$ cat config.mk
export PLATFORM = sky130hd
export DESIGN_NAME = anchor_sync_statistics_tracker
export DESIGN_NICKNAME = d
export VERILOG_FILES = /design/src/sv/asst_pkg.sv /design/src/sv/asst_filter.sv /design/src/sv/asst_stats.sv /design/src/sv/anchor_sync_statistics_tracker.sv
export SDC_FILE = /design/constraint.sdc
export NUM_CORES = 2
export LEC_CHECK = 0
export BUFFER_PORTS_ARGS = -buffer_cell sky130_fd_sc_hd__buf_2
export CELL_PAD_IN_SITES_DETAIL_PLACEMENT = 1
export CELL_PAD_IN_SITES_GLOBAL_PLACEMENT = 2
export CORE_AREA = 2 2 384 386
export DETAILED_ROUTE_END_ITERATION = 7
export DIE_AREA = 0 0 386 388
export PLACE_DENSITY_LB_ADDON = 0.1
export SYNTH_ARGS = -nofsm -noshare
export SYNTH_HDL_FRONTEND = slang
export SYNTH_SLANG_ARGS = --single-unit
$ cat constraint.sdc
create_clock -name clk_i -period 12.2 [get_ports clk_i]
set_clock_uncertainty 0.15 [all_clocks]
set_input_delay 1.22 -clock clk_i [delete_from_list [all_inputs] [get_ports clk_i]]
set_output_delay 1.22 -clock clk_i [all_outputs]
set_load 0.03 [all_outputs]
$ cat src/sv/asst_pkg.sv
package asst_pkg;

  // anchor packet type code
  localparam logic [7:0] AnchorCode = 8'hA1;
  // shortest payload that carries a full anchor header
  localparam logic [5:0] MinLength = 6'd8;
  // reset values of the running min and max trackers
  localparam logic signed [31:0] S32Max = 32'sh7FFF_FFFF;
  localparam logic signed [31:0] S32Min = 32'sh8000_0000;

  // one received packet header plus local receive time
  typedef struct packed {
    logic [7:0]  packet_type;
    logic [5:0]  pkt_len;
    logic [7:0]  rx_session_tag;
    logic [7:0]  sequence_req;
    logic [31:0] master_time;
    logic [31:0] local_time;
  } req_t;

  // one result per packet
  typedef struct packed {
    logic               accepted;
    logic signed [31:0] offset;
    logic signed [31:0] offset_min;
    logic signed [31:0] offset_max;
    logic signed [31:0] master_delta;
    logic signed [31:0] local_delta;
    logic signed [31:0] skew;
    logic signed [31:0] skew_min;
    logic signed [31:0] skew_max;
    logic signed [31:0] max_master_delta;
    logic [31:0]        gap_count;
    logic [31:0]        missing_total;
  } res_t;

endpackage

$ cat src/sv/asst_filter.sv
module asst_filter (
  input  asst_pkg::req_t req_i,
  input  logic [7:0]     session_tag_i,
  output logic           ok_o
);

  // anchor check: length, type code and session tag
  assign ok_o = (req_i.pkt_len >= asst_pkg::MinLength) &&
                (req_i.packet_type == asst_pkg::AnchorCode) &&
                (req_i.rx_session_tag == session_tag_i);

endmodule

$ cat src/sv/asst_stats.sv
module asst_stats (
  input  logic           clk_i,
  input  logic           rst_ni,
  input  logic           en_i,
  input  logic           ok_i,
  input  asst_pkg::req_t req_i,
  output asst_pkg::res_t res_o
);

  logic               seq_known_q, seq_known_d;
  logic [7:0]         exp_seq_q, exp_seq_d;
  logic               times_known_q, times_known_d;
  logic [31:0]        prev_m_q, prev_m_d;
  logic [31:0]        prev_l_q, prev_l_d;
  logic signed [31:0] offset_q, offset_d;
  logic signed [31:0] off_min_q, off_min_d;
  logic signed [31:0] off_max_q, off_max_d;
  logic signed [31:0] md_q, md_d;
  logic signed [31:0] ld_q, ld_d;
  logic signed [31:0] skew_q, skew_d;
  logic signed [31:0] skew_min_q, skew_min_d;
  logic signed [31:0] skew_max_q, skew_max_d;
  logic signed [31:0] peak_md_q, peak_md_d;
  logic [31:0]        gaps_q, gaps_d;
  logic [31:0]        missing_q, missing_d;

  logic [7:0]         seq_jump;
  logic signed [31:0] new_off, new_md, new_ld, new_skew;

  // wrapping differences of the current request
  assign seq_jump = req_i.sequence_req - exp_seq_q;
  assign new_off  = $signed(req_i.local_time - req_i.master_time);
  assign new_md   = $signed(req_i.master_time - prev_m_q);
  assign new_ld   = $signed(req_i.local_time - prev_l_q);
  assign new_skew = new_ld - new_md;

  // next state, unchanged for a rejected packet
  always_comb begin
    seq_known_d   = seq_known_q;
    exp_seq_d     = exp_seq_q;
    times_known_d = times_known_q;
    prev_m_d      = prev_m_q;
    prev_l_d      = prev_l_q;
    offset_d      = offset_q;
    off_min_d     = off_min_q;
    off_max_d     = off_max_q;
    md_d          = md_q;
    ld_d          = ld_q;
    skew_d        = skew_q;
    skew_min_d    = skew_min_q;
    skew_max_d    = skew_max_q;
    peak_md_d     = peak_md_q;
    gaps_d        = gaps_q;
    missing_d     = missing_q;
    if (ok_i) begin
      // sequence gap accounting
      if (seq_known_q && (seq_jump != 8'd0)) begin
        gaps_d    = gaps_q + 32'd1;
        missing_d = missing_q + {24'd0, seq_jump};
      end
      seq_known_d = 1'b1;
      exp_seq_d   = req_i.sequence_req + 8'd1;
      // offset and its range
      offset_d = new_off;
      if (new_off < off_min_q) off_min_d = new_off;
      if (new_off > off_max_q) off_max_d = new_off;
      // deltas and skew from the second anchor on
      if (times_known_q) begin
        md_d   = new_md;
        ld_d   = new_ld;
        skew_d = new_skew;
        if (new_md > peak_md_q) peak_md_d = new_md;
        if (new_skew < skew_min_q) skew_min_d = new_skew;
        if (new_skew > skew_max_q) skew_max_d = new_skew;
      end
      times_known_d = 1'b1;
      prev_m_d      = req_i.master_time;
      prev_l_d      = req_i.local_time;
    end
  end

  // state registers, advanced once per request
  always_ff @(posedge clk_i or negedge rst_ni) begin
    if (!rst_ni) begin
      seq_known_q   <= 1'b0;
      exp_seq_q     <= 8'd0;
      times_known_q <= 1'b0;
      prev_m_q      <= 32'd0;
      prev_l_q      <= 32'd0;
      offset_q      <= 32'sd0;
      off_min_q     <= asst_pkg::S32Max;
      off_max_q     <= asst_pkg::S32Min;
      md_q          <= 32'sd0;
      ld_q          <= 32'sd0;
      skew_q        <= 32'sd0;
      skew_min_q    <= asst_pkg::S32Max;
      skew_max_q    <= asst_pkg::S32Min;
      peak_md_q     <= 32'sd0;
      gaps_q        <= 32'd0;
      missing_q     <= 32'd0;
    end else if (en_i) begin
      seq_known_q   <= seq_known_d;
      exp_seq_q     <= exp_seq_d;
      times_known_q <= times_known_d;
      prev_m_q      <= prev_m_d;
      prev_l_q      <= prev_l_d;
      offset_q      <= offset_d;
      off_min_q     <= off_min_d;
      off_max_q     <= off_max_d;
      md_q          <= md_d;
      ld_q          <= ld_d;
      skew_q        <= skew_d;
      skew_min_q    <= skew_min_d;
      skew_max_q    <= skew_max_d;
      peak_md_q     <= peak_md_d;
      gaps_q        <= gaps_d;
      missing_q     <= missing_d;
    end
  end

  // result shows the state after this request
  always_comb begin
    res_o.accepted         = ok_i;
    res_o.offset           = offset_d;
    res_o.offset_min       = off_min_d;
    res_o.offset_max       = off_max_d;
    res_o.master_delta     = md_d;
    res_o.local_delta      = ld_d;
    res_o.skew             = skew_d;
    res_o.skew_min         = skew_min_d;
    res_o.skew_max         = skew_max_d;
    res_o.max_master_delta = peak_md_d;
    res_o.gap_count        = gaps_d;
    res_o.missing_total    = missing_d;
  end

endmodule

$ cat src/sv/anchor_sync_statistics_tracker.sv
// Anchor sync statistics tracker.
// Input channel: in_valid_i / in_stall_o carry one packet header request
// (type, length, session tag, sequence, master time) plus the local
// receive time. Output channel: out_valid_o / out_stall_i carry one
// result per request: accepted flag, clock offset and its range, master
// and local deltas, skew and its range, peak master delta and the
// sequence gap counters. Rejected packets leave the statistics as they
// are and report the current values with accepted low.
// A request passes an input register, then the filter and statistics
// update into the result register. One request per cycle is sustained
// while the receiver does not stall; two chained subtracts and a compare
// between the input and result registers set the clock.
// When the receiver stalls, the result register holds and one more
// request waits in the input register; then in_stall_o rises.
// Reset clears both stages and returns all statistics to their start
// values (offset and skew ranges empty, counters at zero). session_tag
// is written through cfg_we_i / cfg_data_i; the user must write it only while idle (unenforced).
module anchor_sync_statistics_tracker (
  input  logic           clk_i,
  input  logic           rst_ni,
  input  logic           cfg_we_i,
  input  logic [7:0]     cfg_data_i,
  input  logic           in_valid_i,
  output logic           in_stall_o,
  input  asst_pkg::req_t in_req_i,
  output logic           out_valid_o,
  input  logic           out_stall_i,
  output asst_pkg::res_t out_res_o
);

  logic [7:0]     session_tag_q;
  logic           s1_valid_q;
  asst_pkg::req_t s1_req_q;
  logic           out_valid_q;
  asst_pkg::res_t out_res_q;
  asst_pkg::res_t res;
  logic           ok;
  logic           adv_out;
  logic           fire;

  // pipeline flow control
  assign adv_out    = !out_valid_q || !out_stall_i;
  assign fire       = s1_valid_q && adv_out;
  assign in_stall_o = s1_valid_q && !adv_out;

  // session tag register
  always_ff @(posedge clk_i or negedge rst_ni) begin
    if (!rst_ni) begin
      session_tag_q <= 8'd0;
    end else if (cfg_we_i) begin
      session_tag_q <= cfg_data_i;
    end
  end

  // input register
  always_ff @(posedge clk_i or negedge rst_ni) begin
    if (!rst_ni) begin
      s1_valid_q <= 1'b0;
    end else if (!in_stall_o) begin
      s1_valid_q <= in_valid_i;
    end
  end

  always_ff @(posedge clk_i) begin
    if (in_valid_i && !in_stall_o) begin
      s1_req_q <= in_req_i;
    end
  end

  asst_filter u_filter (
    .req_i         (s1_req_q),
    .session_tag_i (session_tag_q),
    .ok_o          (ok)
  );

  asst_stats u_stats (
    .clk_i  (clk_i),
    .rst_ni (rst_ni),
    .en_i   (fire),
    .ok_i   (ok),
    .req_i  (s1_req_q),
    .res_o  (res)
  );

  // result register
  always_ff @(posedge clk_i or negedge rst_ni) begin
    if (!rst_ni) begin
      out_valid_q <= 1'b0;
    end else if (adv_out) begin
      out_valid_q <= s1_valid_q;
    end
  end

  always_ff @(posedge clk_i) begin
    if (fire) begin
      out_res_q <= res;
    end
  end

  assign out_valid_o = out_valid_q;
  assign out_res_o   = out_res_q;

`ifndef SYNTHESIS
  // an accepted offset lies within the tracked range
  a_off_min: assert property (@(posedge clk_i) disable iff (!rst_ni)
    out_valid_o && out_res_o.accepted |-> out_res_o.offset_min <= out_res_o.offset)
    else $error("offset below tracked minimum");
  a_off_max: assert property (@(posedge clk_i) disable iff (!rst_ni)
    out_valid_o && out_res_o.accepted |-> out_res_o.offset_max >= out_res_o.offset)
    else $error("offset above tracked maximum");
  // input stalls only when the input and result registers are both full
  a_stall: assert property (@(posedge clk_i) disable iff (!rst_ni)
    in_stall_o |-> s1_valid_q && out_valid_q)
    else $error("input stalled with room in pipeline");
  // a request in the input register reaches the result register when it moves
  a_move: assert property (@(posedge clk_i) disable iff (!rst_ni)
    fire |=> out_valid_q)
    else $error("request lost between stages");
  // session tag only changes on a configuration write
  a_tag: assert property (@(posedge clk_i) disable iff (!rst_ni)
    !cfg_we_i |=> $stable(session_tag_q))
    else $error("session tag changed without write");
`endif

endmodule
==> impl_results.md <==
- Status: finished, final reports clean
- Syn Inst Count: ~4300
- Nets: ~5100
- Routed len/inst: 20.5 um
- H-tree depth: 3
- Worst Setup Start Kind: flop
- RSZ-0062 raised after global routing: no
- Core ar.: 145000 sq um
- Syn-to-layout area delta: 18.4%
- CTS clk-pin slew, worst paths: around 60 ps
- Synth area leaders: edfxtp_1, dfrtp_1, ha_1
- Primary FF master, synth: edfxtp_1
- Top-count cell post-synth: nand2_1
- DR vias/cell: 4.74
- Area post-placement: around 50000 sq um
- Filler instances: 16200
- Global-route wire length before repair: 210 mm
- CP top delay family: compound AO/OA/AOI/OAI gates
- Post-route minimum period: approximately 10000 ps
- Max Cap Viol: 0
- Wirelength, routed: approximately 140 mm
- Initial antenna violation count: 4
- Pre-CTS setup slack: 2150 ps
- Register area share after synthesis: 54.1%
- CTS tree: yes
- Most frequent cells after synthesis: nand2_1, edfxtp_1, o21ai_0, inv_1, dfrtp_1
- Setup bufs post-CTS: 0
- Vias after detailed routing: approximately 32000
- HP Class: flop to flop
- RePlAce Congestion: 0.823
- Lkg Pwr: about 23 nW
- Largest net degree at the start of global routing: 128
- Final worst slack: 2290 ps
- Bufs on Longest Clock Path: 3
- Achievable Freq: 101 MHz
- Die ar.: between 100000 and 150000 sq um
- Share of the synthesized area in the top cell type: 29.7%
- Initial core utilization: a little under a third
- Post-synth EDFFs: 444
- Final Util: 36.6%
- Post-CTS Hold Buffers: 0
- Total Routing Usage GR: 18.4%
- Crit-path max cell delay: 580 ps
- Hpwl dp: slightly above 100 mm
- Die Ht: 388 um
- Area leader, netlist: edfxtp_1
- I/O pin cnt: between 400 and 500
- GRT overflow: 0
- Initial DRC Count: 1503
- Synth cell types: 80
- Pwr dens: 145 nW/um^2
- Largest fanout on the critical path: 25
- Ys async rst share: 49.5%
- TritonCTS buffer count: between 100 and 150
- Placed insts: 6547
- Yosys warns: 0
- Synth Area per Inst: 10.5 sq um
- Top cell by count, worst path: inv_1
- Setup TNS: 0 ps
- Layout cell share with drive strength beyond 1: 19.0%
- Die X: 386 um
- Final setup fails: 0
- CTS Root Cell: clkbuf_16
- Post-route cell area: ~53000 sq um
- CP arrival: 10330 ps
- Fin cells: 6750
- Pre-antenna DRT Iters: 4
- Critical Path Sink Type: flop
- Flops & latches, synth: 879
- Mapped Nets: around 4700
- Clock latency on the worst-skew pair: 730 ps
- Register Area: roughly 24000 sq um
- Endpoints failing hold: 0
- Area occupied by multi-input gates: 18500 sq um
- Max transition margin: 23.9%
- Core Rows: 140
- Worst path required time: 12620 ps
- IO buf count: 458
- Mapped Area: between 40000 and 50000 sq um
- ANT nets after route: 0
- Max IR drop VDD: about 98 uV
- Critical path's slowest cell: a211o_1
- Hold slack: roughly 320 ps
- CP Buf/Inv Count: 6
- Worst Setup Path Type: flop to flop
- Worst-margin pin slew: 1140 ps
- Number of global-route vias before repair: 33500
- Sink Count: 879
- Part of the cycle the worst path needs: roughly 81%
- Final Max Slew Viols: 0
- Residual DRC: 0
- Power Total: 7.72 mW
- PostCTS Resize Cnt: 0
[power breakdown]
part / total, mW / leakage [nW] / internal (mW) / switching (mW)
Combinational: 1.15 / 12.0 / 0.364 / 0.784
Sequential: 3.30 / 9.64 / 3.24 / 0.0572
Clock: 3.27 / 1.73 / 1.92 / 1.36
[worst min-delay path, stage by stage, from the launching register on]
cell and delay [ps]:
dfrtp_1 340, nand2_1 50, nand2_1 50
[per-layer routing]
metal | wire length (um) | global-route usage, %
met5 | 8 | 0
met4 | 3260 | 5.21
met3 | 4410 | 2.41
met2 | 64500 | 29.9
met1 | 66300 | 25.5
[kinds of logic (layout without fill, tap and decap cells)]
kind of cell             Yosys count  after routing  share of synthesized area, %
flip-flops                       879            879                          54.1
AO/OA/AOI/OAI                    912            912                          11.7
other                              0              2                             0
adder cells (fa/ha/maj)          304            304                          8.57
AND/OR/NAND/NOR                 1199           1199                          11.7
buffers and inverters            549           1116                          4.65
multiplexers                     168            168                          4.14
XOR/XNOR                         253            253                          5.01
[area by class of cell]
type	instances	share of cell area (%)
clock inverters	64	1.44
multi-input cells	2836	34.9
repair buffers	520	5.23
well taps	1917	4.52
inverters	395	2.81
diodes	2	0.00942
flip-flops and latches	879	45.7
clock buffers	137	5.36
[layout by cell type, fill, tap and decap left out, types with 9 or more instances in the layout]
cell type   netlist  layout
and4_1           12      12
buf_2            21     457
clkbuf_1        118      23
bufinv_16         0      12
o211ai_1          9       9
a21o_1           90      90
nand4_1          60      60
xor2_1           87      87
o21bai_1         26      26
and3_1           27      27
nand2_1         760     756
nor3_1           31      31
inv_1           391     391
edfxtp_1        444     444
o21ai_0         419     419
xnor2_1         163     163
nand2b_1         41      40
o21a_1           20      20
nor2b_1          33      33
a211oi_1         16      16
and2_1           13      11
clkbuf_16         0     106
dfrtp_1         371     371
clkinv_2          0      21
nor2_1          120     119
a21oi_1         167     167
mux2_2          119     119
ha_1            297     297
o21ai_1          94      93
clkinvlp_4        0      13
nand3_1          65      65
buf_4             0      61
mux2i_1          47      47
dfstp_2          64      64
[state kept, by name (all words and copies together), names as in the netlist, 8 cells and up]
signal,cells
u_stats.offset_q,32
u_stats.prev_m_q,32
u_stats.prev_l_q,32
out_res_o,353
u_stats.off_min_q,32
u_stats.off_max_q,32
u_stats.peak_md_q,32
u_stats.skew_min_q,32
u_stats.exp_seq_q,8
u_stats.skew_q,32
u_stats.missing_q,32
session_tag_q,8
s1_req_q,91
u_stats.md_q,32
u_stats.ld_q,32
u_stats.gaps_q,32
u_stats.skew_max_q,32
[worst paths after layout]
| path | startpoint | depth (start not counted) | slack, ps | end |
|---|---|---|---|---|
| max | s1_req_q[0]$_DFFE_PP_ | 37 | 2290 | u_stats.skew_max_q[9]$_DFFE_PN0P_ |
| min | u_stats.ld_q[22]$_DFFE_PN0P_ | 2 | 320 | u_stats.ld_q[22]$_DFFE_PN0P_ |
| max reg2reg | s1_req_q[0]$_DFFE_PP_ | 37 | 2290 | u_stats.skew_max_q[9]$_DFFE_PN0P_ |
| min reg2reg | u_stats.ld_q[22]$_DFFE_PN0P_ | 2 | 320 | u_stats.ld_q[22]$_DFFE_PN0P_ |
| max in group asynchronous | rst_ni | 3 | 9310 | u_stats.off_max_q[29]$_DFFE_PN0P_ |
| min in group asynchronous | rst_ni | 1 | 350 | u_stats.skew_max_q[3]$_DFFE_PN0P_ |
No activity file was read; power rests on OpenSTA's default activity.
